[config.mk]
export PLATFORM = sky130hd
export DESIGN_NAME = signed_point_polygon_distance
export DESIGN_NICKNAME = d
export VERILOG_FILES = /design/src/rtl/sppd_pkg.sv /design/src/rtl/sppd_ctrl.sv /design/src/rtl/sppd_dp.sv /design/src/rtl/signed_point_polygon_distance.sv
export SDC_FILE = /design/constraint.sdc
export NUM_CORES = 2
export LEC_CHECK = 0
export BUFFER_PORTS_ARGS = -buffer_cell sky130_fd_sc_hd__buf_2
export CORE_ASPECT_RATIO = 0.75
export CORE_MARGIN = 2
export CORE_UTILIZATION = 35
export CTS_CLUSTER_DIAMETER = 60
export CTS_CLUSTER_SIZE = 40
export DETAILED_ROUTE_END_ITERATION = 16
export PLACE_DENSITY = 0.5
export REMOVE_ABC_BUFFERS = 1
export SYNTH_ARGS = -nofsm -noshare
export SYNTH_HDL_FRONTEND = slang
export SYNTH_SLANG_ARGS = --single-unit
[constraint.sdc]
create_clock -name clk_i -period 18.55 [get_ports clk_i]
set_clock_uncertainty 0.2 [all_clocks]
set_input_delay 2.7825 -clock clk_i [delete_from_list [all_inputs] [get_ports clk_i]]
set_output_delay 2.7825 -clock clk_i [all_outputs]
set_load 0.02 [all_outputs]
[src/rtl/sppd_pkg.sv]
// ----------------------------------------------------------------------------
// sppd_pkg
// Types, widths and command codes shared by the polygon distance block.
// ----------------------------------------------------------------------------
`default_nettype none

package sppd_pkg;

  localparam int COORD_BITS = 12;
  localparam int FRAC_BITS  = 4;

  // Coordinate differences, pair sums, magnitudes and fractions.
  localparam int DIFF_W  = COORD_BITS + 1;
  localparam int PAIR_W  = 2 * COORD_BITS + 3;
  localparam int MAG_W   = 2 * COORD_BITS + 1;
  localparam int DEN_W   = MAG_W;
  localparam int NUM_W   = 2 * MAG_W;
  localparam int LACC_W  = NUM_W + DEN_W;

  // Final divide and root.
  localparam int QW      = NUM_W + 2 * FRAC_BITS;
  localparam int SQ_W    = (QW + 1) / 2;
  localparam int CNT_W   = $clog2(QW);

  localparam int DIST_W   = 18;
  localparam int DIST_MAX = (1 << (DIST_W - 1)) - 1;

  localparam logic CFG_QUERY_X = 1'b0;
  localparam logic CFG_QUERY_Y = 1'b1;

  typedef struct packed {
    logic [COORD_BITS-1:0] vertex_x;
    logic [COORD_BITS-1:0] vertex_y;
    logic                  final_vertex;
  } in_req_t;

  typedef struct packed {
    logic signed [DIST_W-1:0] signed_distance;
    logic [COORD_BITS-1:0]    nearest_x;
    logic [COORD_BITS-1:0]    nearest_y;
  } out_req_t;

  typedef enum logic [4:0] {
    CMD_NONE, CMD_TAKE, CMD_CLOSE, CMD_DIFF,
    CMD_DOT1, CMD_DOT2, CMD_D1SQ, CMD_D2SQ, CMD_CROSS, CMD_LEN,
    CMD_SQR, CMD_PICK, CMD_C1, CMD_C2, CMD_C3, CMD_C4, CMD_C5, CMD_UPD,
    CMD_DIV_INIT, CMD_DIV_STEP, CMD_SQ_INIT, CMD_SQ_STEP, CMD_EMIT
  } cmd_e;

  typedef enum logic [4:0] {
    ST_IDLE, ST_CLOSE, ST_DIFF,
    ST_DOT1, ST_DOT2, ST_D1SQ, ST_D2SQ, ST_CROSS, ST_LEN,
    ST_SQR, ST_PICK, ST_C1, ST_C2, ST_C3, ST_C4, ST_C5, ST_UPD,
    ST_DIV_INIT, ST_DIV, ST_SQ_INIT, ST_SQ, ST_EMIT
  } state_e;

  typedef struct packed {
    logic at_start;
  } dp_status_t;

endpackage

`default_nettype wire

[src/rtl/sppd_ctrl.sv]
// ----------------------------------------------------------------------------
// sppd_ctrl
// Sequencer: walks each segment through the datapath, then divide and root.
// ----------------------------------------------------------------------------
`default_nettype none

module sppd_ctrl
  import sppd_pkg::*;
(
  input  wire logic       clk_i,
  input  wire logic       rst_ni,
  input  wire logic       in_valid_i,
  input  wire logic       in_final_i,
  output logic            in_stall_o,
  output logic            out_valid_o,
  input  wire logic       out_stall_i,
  input  wire dp_status_t status_i,
  output cmd_e            cmd_o
);

  state_e             state_q, state_d;
  logic               closing_q, closing_d;
  logic               fin_q, fin_d;
  logic               out_valid_q, out_valid_d;
  logic [CNT_W-1:0]   cnt_q, cnt_d;

  always_ff @(posedge clk_i or negedge rst_ni) begin
    if (!rst_ni) begin
      state_q     <= ST_IDLE;
      closing_q   <= 1'b0;
      fin_q       <= 1'b0;
      out_valid_q <= 1'b0;
      cnt_q       <= '0;
    end else begin
      state_q     <= state_d;
      closing_q   <= closing_d;
      fin_q       <= fin_d;
      out_valid_q <= out_valid_d;
      cnt_q       <= cnt_d;
    end
  end

  always_comb begin
    state_d     = state_q;
    closing_d   = closing_q;
    fin_d       = fin_q;
    cnt_d       = cnt_q;
    cmd_o       = CMD_NONE;
    out_valid_d = out_valid_q & out_stall_i;
    unique case (state_q)
      ST_IDLE: begin
        if (in_valid_i) begin
          cmd_o     = CMD_TAKE;
          fin_d     = in_final_i;
          closing_d = 1'b0;
          if (status_i.at_start) begin
            if (in_final_i) state_d = ST_CLOSE;
          end else begin
            state_d = ST_DIFF;
          end
        end
      end
      ST_CLOSE: begin
        cmd_o     = CMD_CLOSE;
        closing_d = 1'b1;
        state_d   = ST_DIFF;
      end
      ST_DIFF:  begin cmd_o = CMD_DIFF;  state_d = ST_DOT1;  end
      ST_DOT1:  begin cmd_o = CMD_DOT1;  state_d = ST_DOT2;  end
      ST_DOT2:  begin cmd_o = CMD_DOT2;  state_d = ST_D1SQ;  end
      ST_D1SQ:  begin cmd_o = CMD_D1SQ;  state_d = ST_D2SQ;  end
      ST_D2SQ:  begin cmd_o = CMD_D2SQ;  state_d = ST_CROSS; end
      ST_CROSS: begin cmd_o = CMD_CROSS; state_d = ST_LEN;   end
      ST_LEN:   begin cmd_o = CMD_LEN;   state_d = ST_SQR;   end
      ST_SQR:   begin cmd_o = CMD_SQR;   state_d = ST_PICK;  end
      ST_PICK:  begin cmd_o = CMD_PICK;  state_d = ST_C1;    end
      ST_C1:    begin cmd_o = CMD_C1;    state_d = ST_C2;    end
      ST_C2:    begin cmd_o = CMD_C2;    state_d = ST_C3;    end
      ST_C3:    begin cmd_o = CMD_C3;    state_d = ST_C4;    end
      ST_C4:    begin cmd_o = CMD_C4;    state_d = ST_C5;    end
      ST_C5:    begin cmd_o = CMD_C5;    state_d = ST_UPD;   end
      ST_UPD: begin
        cmd_o = CMD_UPD;
        if (closing_q)  state_d = ST_DIV_INIT;
        else if (fin_q) state_d = ST_CLOSE;
        else            state_d = ST_IDLE;
      end
      ST_DIV_INIT: begin
        cmd_o   = CMD_DIV_INIT;
        cnt_d   = CNT_W'(QW - 1);
        state_d = ST_DIV;
      end
      ST_DIV: begin
        cmd_o = CMD_DIV_STEP;
        if (cnt_q == '0) state_d = ST_SQ_INIT;
        else             cnt_d   = cnt_q - 1'b1;
      end
      ST_SQ_INIT: begin
        cmd_o   = CMD_SQ_INIT;
        cnt_d   = CNT_W'(SQ_W - 1);
        state_d = ST_SQ;
      end
      ST_SQ: begin
        cmd_o = CMD_SQ_STEP;
        if (cnt_q == '0) state_d = ST_EMIT;
        else             cnt_d   = cnt_q - 1'b1;
      end
      ST_EMIT: begin
        if (!out_valid_q || !out_stall_i) begin
          cmd_o       = CMD_EMIT;
          out_valid_d = 1'b1;
          state_d     = ST_IDLE;
        end
      end
      default: state_d = ST_IDLE;
    endcase
  end

  assign in_stall_o  = (state_q != ST_IDLE);
  assign out_valid_o = out_valid_q;

endmodule

`default_nettype wire

[src/rtl/sppd_dp.sv]
// ----------------------------------------------------------------------------
// sppd_dp
// Datapath: segment distance fraction, best tracking, crossing parity,
// restoring divide and digit-by-digit square root.
// ----------------------------------------------------------------------------
`default_nettype none

module sppd_dp
  import sppd_pkg::*;
(
  input  wire logic                  clk_i,
  input  wire logic                  rst_ni,
  input  wire logic                  cfg_we_i,
  input  wire logic                  cfg_idx_i,
  input  wire logic [COORD_BITS-1:0] cfg_data_i,
  input  wire in_req_t               in_data_i,
  input  wire cmd_e                  cmd_i,
  output dp_status_t                 status_o,
  output out_req_t                   out_data_o
);

  logic [COORD_BITS-1:0] qx_q, qy_q;
  logic                  at_start_q;
  logic [COORD_BITS-1:0] first_x_q, first_y_q, prev_x_q, prev_y_q;
  logic [COORD_BITS-1:0] cur_x_q, cur_y_q;
  logic [COORD_BITS-1:0] ax_q, ay_q, bx_q, by_q;
  logic                  ties_q;

  logic signed [DIFF_W-1:0] dx_q, dy_q, dx1_q, dy1_q, dx2_q, dy2_q;
  logic signed [PAIR_W-1:0] dot1_q, dot2_q, d1sq_q, d2sq_q, cross_q, len_q;
  logic [NUM_W-1:0]         prod_q, num_q;
  logic [DEN_W-1:0]         den_q;
  logic [LACC_W-1:0]        lacc_q, racc_q;

  logic                  best_valid_q;
  logic [NUM_W-1:0]      best_num_q;
  logic [DEN_W-1:0]      best_den_q;
  logic [COORD_BITS-1:0] best_x_q, best_y_q;
  logic                  parity_q;

  logic [DEN_W-1:0]      rem_q;
  logic [QW-1:0]         quo_q;
  logic [2*SQ_W-1:0]     rad_q;
  logic [SQ_W+1:0]       srem_q;
  logic [SQ_W-1:0]       root_q;
  out_req_t              out_q;

  // Shared signed pair unit: a1*b1 + a2*b2.
  logic signed [DIFF_W-1:0]   pa1, pb1, pa2, pb2;
  logic signed [2*DIFF_W-1:0] pr1, pr2;
  logic signed [PAIR_W-1:0]   pair_sum;

  always_comb begin
    pa1 = dx1_q; pb1 = dx_q; pa2 = dy1_q; pb2 = dy_q;
    case (cmd_i)
      CMD_DOT2:  begin pa1 = dx2_q; pb1 = dx_q;  pa2 = dy2_q;  pb2 = dy_q;  end
      CMD_D1SQ:  begin pa1 = dx1_q; pb1 = dx1_q; pa2 = dy1_q;  pb2 = dy1_q; end
      CMD_D2SQ:  begin pa1 = dx2_q; pb1 = dx2_q; pa2 = dy2_q;  pb2 = dy2_q; end
      CMD_CROSS: begin pa1 = dy1_q; pb1 = dx_q;  pa2 = -dx1_q; pb2 = dy_q;  end
      CMD_LEN:   begin pa1 = dx_q;  pb1 = dx_q;  pa2 = dy_q;   pb2 = dy_q;  end
      default: ;
    endcase
  end

  assign pr1      = pa1 * pb1;
  assign pr2      = pa2 * pb2;
  assign pair_sum = PAIR_W'(pr1) + PAIR_W'(pr2);

  // Shared unsigned multiplier.
  logic [PAIR_W-1:0] cross_abs;
  logic [MAG_W-1:0]  ma, mb;
  logic [NUM_W-1:0]  mprod;

  assign cross_abs = cross_q[PAIR_W-1] ? PAIR_W'(-cross_q) : PAIR_W'(cross_q);

  always_comb begin
    ma = cross_abs[MAG_W-1:0];
    mb = cross_abs[MAG_W-1:0];
    case (cmd_i)
      CMD_C1: begin ma = num_q[MAG_W-1:0];          mb = best_den_q; end
      CMD_C2: begin ma = num_q[NUM_W-1:MAG_W];      mb = best_den_q; end
      CMD_C3: begin ma = best_num_q[MAG_W-1:0];     mb = den_q;      end
      CMD_C4: begin ma = best_num_q[NUM_W-1:MAG_W]; mb = den_q;      end
      default: ;
    endcase
  end

  assign mprod = ma * mb;

  // Crossing test for the current segment.
  logic skip, cr_pos, nearer;
  assign skip = ((ay_q <= qy_q) && (by_q <= qy_q)) ||
                ((ay_q >  qy_q) && (by_q >  qy_q)) ||
                ((ax_q <  qx_q) && (bx_q <  qx_q));
  assign cr_pos = (cross_q != '0) && (cross_q[PAIR_W-1] == dy_q[DIFF_W-1]);
  assign nearer = !best_valid_q || (lacc_q < racc_q) ||
                  (ties_q && (lacc_q == racc_q));

  // Divide and root steps.
  logic [DEN_W:0]    div_sh;
  logic [SQ_W+3:0]   sq_t;
  logic [SQ_W+3:0]   sq_trial;
  assign div_sh   = {rem_q, quo_q[QW-1]};
  assign sq_t     = {srem_q, rad_q[2*SQ_W-1 -: 2]};
  assign sq_trial = (SQ_W+4)'({root_q, 2'b01});

  logic [DIST_W-2:0] mag;
  assign mag = (root_q > SQ_W'(DIST_MAX)) ? (DIST_W-1)'(DIST_MAX) : root_q[DIST_W-2:0];

  // Control state.
  always_ff @(posedge clk_i or negedge rst_ni) begin
    if (!rst_ni) begin
      qx_q         <= '0;
      qy_q         <= '0;
      at_start_q   <= 1'b1;
      best_valid_q <= 1'b0;
      parity_q     <= 1'b0;
    end else begin
      if (cfg_we_i) begin
        unique case (cfg_idx_i)
          CFG_QUERY_X: qx_q <= cfg_data_i;
          CFG_QUERY_Y: qy_q <= cfg_data_i;
          default: ;
        endcase
      end
      case (cmd_i)
        CMD_TAKE: at_start_q <= 1'b0;
        CMD_UPD: begin
          if (nearer) best_valid_q <= 1'b1;
          if (!skip && cr_pos) parity_q <= ~parity_q;
        end
        CMD_EMIT: begin
          at_start_q   <= 1'b1;
          best_valid_q <= 1'b0;
          parity_q     <= 1'b0;
        end
        default: ;
      endcase
    end
  end

  // Payload registers.
  always_ff @(posedge clk_i) begin
    case (cmd_i)
      CMD_TAKE: begin
        cur_x_q  <= in_data_i.vertex_x;
        cur_y_q  <= in_data_i.vertex_y;
        ax_q     <= prev_x_q;
        ay_q     <= prev_y_q;
        bx_q     <= in_data_i.vertex_x;
        by_q     <= in_data_i.vertex_y;
        prev_x_q <= in_data_i.vertex_x;
        prev_y_q <= in_data_i.vertex_y;
        ties_q   <= 1'b0;
        if (at_start_q) begin
          first_x_q <= in_data_i.vertex_x;
          first_y_q <= in_data_i.vertex_y;
        end
      end
      CMD_CLOSE: begin
        ax_q   <= cur_x_q;
        ay_q   <= cur_y_q;
        bx_q   <= first_x_q;
        by_q   <= first_y_q;
        ties_q <= 1'b1;
      end
      CMD_DIFF: begin
        dx_q  <= $signed({1'b0, bx_q}) - $signed({1'b0, ax_q});
        dy_q  <= $signed({1'b0, by_q}) - $signed({1'b0, ay_q});
        dx1_q <= $signed({1'b0, qx_q}) - $signed({1'b0, ax_q});
        dy1_q <= $signed({1'b0, qy_q}) - $signed({1'b0, ay_q});
        dx2_q <= $signed({1'b0, qx_q}) - $signed({1'b0, bx_q});
        dy2_q <= $signed({1'b0, qy_q}) - $signed({1'b0, by_q});
      end
      CMD_DOT1:  dot1_q  <= pair_sum;
      CMD_DOT2:  dot2_q  <= pair_sum;
      CMD_D1SQ:  d1sq_q  <= pair_sum;
      CMD_D2SQ:  d2sq_q  <= pair_sum;
      CMD_CROSS: cross_q <= pair_sum;
      CMD_LEN:   len_q   <= pair_sum;
      CMD_SQR:   prod_q  <= mprod;
      CMD_PICK: begin
        // Before the start, past the end, or perpendicular foot.
        if (dot1_q <= 0) begin
          num_q <= NUM_W'(d1sq_q[DEN_W-1:0]);
          den_q <= DEN_W'(1);
        end else if (dot2_q >= 0) begin
          num_q <= NUM_W'(d2sq_q[DEN_W-1:0]);
          den_q <= DEN_W'(1);
        end else begin
          num_q <= prod_q;
          den_q <= len_q[DEN_W-1:0];
        end
      end
      CMD_C1: prod_q <= mprod;
      CMD_C2: begin
        lacc_q <= LACC_W'(prod_q);
        prod_q <= mprod;
      end
      CMD_C3: begin
        lacc_q <= lacc_q + (LACC_W'(prod_q) << MAG_W);
        prod_q <= mprod;
      end
      CMD_C4: begin
        racc_q <= LACC_W'(prod_q);
        prod_q <= mprod;
      end
      CMD_C5: racc_q <= racc_q + (LACC_W'(prod_q) << MAG_W);
      CMD_UPD: begin
        if (nearer) begin
          best_num_q <= num_q;
          best_den_q <= den_q;
          best_x_q   <= bx_q;
          best_y_q   <= by_q;
        end
      end
      CMD_DIV_INIT: begin
        rem_q <= '0;
        quo_q <= QW'(best_num_q) << (2 * FRAC_BITS);
      end
      CMD_DIV_STEP: begin
        if (div_sh >= {1'b0, best_den_q}) begin
          rem_q <= DEN_W'(div_sh - {1'b0, best_den_q});
          quo_q <= {quo_q[QW-2:0], 1'b1};
        end else begin
          rem_q <= div_sh[DEN_W-1:0];
          quo_q <= {quo_q[QW-2:0], 1'b0};
        end
      end
      CMD_SQ_INIT: begin
        rad_q  <= (2*SQ_W)'(quo_q);
        srem_q <= '0;
        root_q <= '0;
      end
      CMD_SQ_STEP: begin
        rad_q <= {rad_q[2*SQ_W-3:0], 2'b00};
        if (sq_t >= sq_trial) begin
          srem_q <= (SQ_W+2)'(sq_t - sq_trial);
          root_q <= {root_q[SQ_W-2:0], 1'b1};
        end else begin
          srem_q <= sq_t[SQ_W+1:0];
          root_q <= {root_q[SQ_W-2:0], 1'b0};
        end
      end
      CMD_EMIT: begin
        out_q.signed_distance <= parity_q ? $signed({1'b0, mag})
                                          : -$signed({1'b0, mag});
        out_q.nearest_x       <= best_x_q;
        out_q.nearest_y       <= best_y_q;
      end
      default: ;
    endcase
  end

  assign status_o.at_start = at_start_q;
  assign out_data_o        = out_q;

endmodule

`default_nettype wire

[src/rtl/signed_point_polygon_distance.sv]
// ----------------------------------------------------------------------------
// signed_point_polygon_distance
// Signed distance from a query point to a streamed closed polygon.
// ----------------------------------------------------------------------------
// Usage:
//   Write query_x (index 0) and query_y (index 1) through the cfg port while
//   idle. Stream polygon vertices on the input channel, one request each,
//   with final_vertex set on the last one. The closing segment back to the
//   first vertex is evaluated after the final vertex.
//   One result request per polygon: signed distance in 1/16 pixel units
//   (positive inside, negative outside, zero on an edge) plus the end vertex
//   of the nearest segment.
// Sequence:
//   The first vertex of a polygon is only stored; every later vertex runs one
//   pass of the segment sequence through the shared pair unit and
//   multiplier. The final vertex adds the closing segment, the restoring
//   divide, the square root and the load of the output register.
// Reset clears the query point and starts a new polygon. When the receiver
// stalls, the result holds in the output register; the next polygon's
// vertices are still accepted until its own result is ready to load.
// ----------------------------------------------------------------------------
`default_nettype none

module signed_point_polygon_distance
  import sppd_pkg::*;
(
  input  wire logic                  clk_i,
  input  wire logic                  rst_ni,
  input  wire logic                  cfg_we_i,
  input  wire logic                  cfg_idx_i,
  input  wire logic [COORD_BITS-1:0] cfg_data_i,
  input  wire logic                  in_valid_i,
  output logic                       in_stall_o,
  input  wire in_req_t               in_data_i,
  output logic                       out_valid_o,
  input  wire logic                  out_stall_i,
  output out_req_t                   out_data_o
);

  cmd_e       cmd;
  dp_status_t status;

  // Sequence the segment work and the final divide and root.
  sppd_ctrl u_ctrl (
    .clk_i       (clk_i),
    .rst_ni      (rst_ni),
    .in_valid_i  (in_valid_i),
    .in_final_i  (in_data_i.final_vertex),
    .in_stall_o  (in_stall_o),
    .out_valid_o (out_valid_o),
    .out_stall_i (out_stall_i),
    .status_i    (status),
    .cmd_o       (cmd)
  );

  // Hold the query point, polygon state and arithmetic.
  sppd_dp u_dp (
    .clk_i      (clk_i),
    .rst_ni     (rst_ni),
    .cfg_we_i   (cfg_we_i),
    .cfg_idx_i  (cfg_idx_i),
    .cfg_data_i (cfg_data_i),
    .in_data_i  (in_data_i),
    .cmd_i      (cmd),
    .status_o   (status),
    .out_data_o (out_data_o)
  );

endmodule

`default_nettype wire

==> out/results.tsv <==
metric	value	unit
outcome	finished clean	
combinational cell fraction of total power	3.3	%
final hold vios	0	
Worst EP arrival	12.17	ns
ratio of cells with drive above 1 in the final layout	5.576	%
Worst Max-Slew Pin Slew	1.309	ns
post-route design area	91270	um2
Final Cycle Share	64.21	%
number of fill cells in the layout	23800	
Worst-Skew Late Latency	0.75	ns
clock buffer count from CTS	68	
crit path capture type	register	
Pre-antenna DRT Iters	8	
Yosys reg bits	963	
IO Pins	87	
worst rel slew slack	12.08	%
Crit path top cell by count	fa_1	
htree depth	3	
Slew Viols, Final	0	
Routability Congestion	0.9667	
setup tns final	0	ns
post-synthesis sequential area ratio	34.12	%
# rows	155	
Initial Util	35.28	%
startpoint types	register	
via count	61660	
total wire length	277700	um
wire length per cell	23.85	um
clk sinks	963	
GRT overflow	0	
die width	570.2	um
Setup CP Type	register to register	
Worst IR Drop VDD	0.00006174	V
TritonCTS clock tree	built	
Crit Path Max Fanout	32	
Final ANT Viol Nets	0	
dpl cell area	88630	um2
initial drt markers	6065	
DRC Markers	0	
# port buffers	86	
vias in the first global route	61780	
Die ar.	244400	um2
Power Internal	3219	uW
power density over the cells	46.88	nW/um2
post-layout min period	11.91	ns
clk slew on worst S/H paths	0.10	ns
Mapped Cells	8445	
Synth Warn #	0	
Hold WC Path Type	register to register	
number of max-cap violations	0	
largest net degree at the start of global routing	86	
CTS Root Cell	clkbuf_16	
register share of total power	55.7	%
WP buf/inv	7	
CP peak stage delay	0.86	ns
Util after Layout	38.26	%
slowest CP cell	nor2_1	
Worst EP required	18.81	ns
Post-Syn Area	84150	um2
RSZ-0062 raised after global routing	false	
core region area	238500	um2
hold_buf cts	0	
initial antenna violation count	13	
first-pass GRT wire length	414300	um
Setup Viol. Count Final	0	
post-synth cell types	88	
max frequency	83.95	MHz
Switching Share	24.76	%
Mapped Avg Cell Area	9.964	um2
fin nets	10010	
post-DP HPWL	220100	um
Net Sw Power	1059	uW
ys async rst share	4.258	%
clock share of power	41.1	%
r2r setup slk	6.64	ns
Main synth FF type	edfxtp_1	
Die Span Y	428.6	um
total track usage	22.68	%
Hold Slack	0.2058	ns
leakage	0.04094	uW
Post-CTS Setup Bufs	0	
Layout area overhead	8.461	%
Post-synth EDFFs	922	
Longest Clk Path Bufs	3	
Resize count post-CTS	0	
crit-path leading delay family	adder cells	
drt via density	5.296	
-- state kept, by name (all words and copies together) (netlist names), 27 cells and up --
signal	cells
u_dp.racc_q	75
u_dp.root_q	29
u_dp.rad_q	58
u_dp.best_num_q	50
u_dp.out_data_o	42
u_dp.num_q	50
u_dp.dot1_q	27
u_dp.lacc_q	75
u_dp.srem_q	31
u_dp.quo_q	58
u_dp.prod_q	50
u_dp.cross_q	27
-- cells in the final DEF, fill, tap and decap left out, types with 26 or more instances in the layout --
master,netlist,routed
nor3_1,69,64
mux2_2,27,27
and2_1,136,135
xor2_1,109,109
fa_1,919,919
a21boi_0,26,26
buf_2,33,86
and3_1,43,40
o21bai_1,38,38
o21a_1,41,41
nor2b_1,79,78
a22oi_1,30,30
a31oi_1,46,44
mux2i_1,74,74
nand2_1,1376,1372
a21o_1,184,184
buf_4,2,139
inv_1,1345,1345
ha_1,603,603
a211oi_1,34,34
nor2_1,703,683
o21ai_0,255,253
xnor2_1,172,172
o31ai_1,28,28
a221o_1,27,27
edfxtp_1,922,922
a222oi_1,30,30
a21oi_1,303,300
or2_2,30,30
nand4_1,46,46
a221oi_1,28,28
nand3_1,89,87
dfrtp_1,40,40
clkbuf_16,0,68
nand2b_1,73,73
-- power by group through the flow --
stage,logic [uW],clock network (uW),registers [uW]
global placement,137,0,2430
finish,139,1760,2380
global route,157,1880,2380
detailed placement,138,0,2430
CTS,139,1810,2380
floorplan,97.9,0,2420
-- final cells by class --
| cell class | instances | area (um2) | area share (%) |
|---|---|---|---|
| antenna | 2 | 5.005 | 0.005484 |
| timing repair buffer | 225 | 1474 | 1.615 |
| tap | 3140 | 3929 | 4.305 |
| clock inverter | 50 | 912.1 | 0.9994 |
| clock buffer | 73 | 1720 | 1.885 |
| inverter | 1346 | 5052 | 5.536 |
| sequential | 963 | 28710 | 31.46 |
| multi-input combinational | 5844 | 49460 | 54.19 |
-- Yosys cell counts (all sizes together) (40+ instances only) --
cell type / number / area [um2]
edfxtp: 922 / 27690
o21ai: 264 / 1321
and2: 139 / 869.6
ha: 603 / 7545
xnor2: 172 / 1506
a31oi: 47 / 309.0
nand2: 1376 / 5165
nand2b: 73 / 456.7
inv: 1346 / 5052
buf: 55 / 277.8
o21a: 41 / 307.8
clkbuf: 237 / 889.6
mux2i: 74 / 740.7
a21oi: 304 / 1525
and3: 44 / 280.3
nand3: 89 / 445.4
dfrtp: 40 / 1001
xor2: 109 / 954.7
nor2b: 79 / 494.2
nand4: 46 / 287.8
nor3: 70 / 355.3
fa: 919 / 18400
nor2: 705 / 2651
a21o: 184 / 1381
-- per-layer routing --
metal,part of all wire (%),GRT usage (%),vias up
li1,-,-,27770
met1,49,35.44,31230
met2,41,32.65,2378
met3,7.9,3.872,276
met4,2.0,4.285,2
met5,0.0043,0,-
-- through the flow --
stage                     setup slack, ns  instances  total power [uW]
after detailed placement            6.913      11520              2568
final                               6.638      11640              4279
after global placement              6.950      11520              2567
after floorplan                     4.945       8153              2518
after CTS                           6.883      11640              4332
after global routing                6.075      11640              4417
-- worst paths after layout --
kind,startpoint,endpoint,cells past startpoint
worst max-delay path,u_ctrl.state_q[2],u_dp.prod_q[49],33
worst min-delay path,u_dp.best_y_q[0],u_dp.out_data_o[0],0
worst max register to register,u_ctrl.state_q[2],u_dp.prod_q[49],33
worst min register to register,u_dp.best_y_q[0],u_dp.out_data_o[0],0
max in group asynchronous,rst_ni,u_dp.qx_q[11],1
min in group asynchronous,rst_ni,u_dp.qy_q[9],1
-- cell families (layout without fill, tap and decap cells) --
logic type,Yosys count,after routing,share of synthesized area (%)
AND/OR/NAND/NOR,2728,2728,13.97
buffers and inverters,1638,1694,7.391
adder cells (fa/ha/maj),1522,1522,30.83
AO/OA/AOI/OAI,1212,1212,9.524
flip-flops,963,963,34.12
XOR/XNOR,281,281,2.925
multiplexers,101,101,1.242
other,0,2,0
Power figures use the tool's default switching activity.
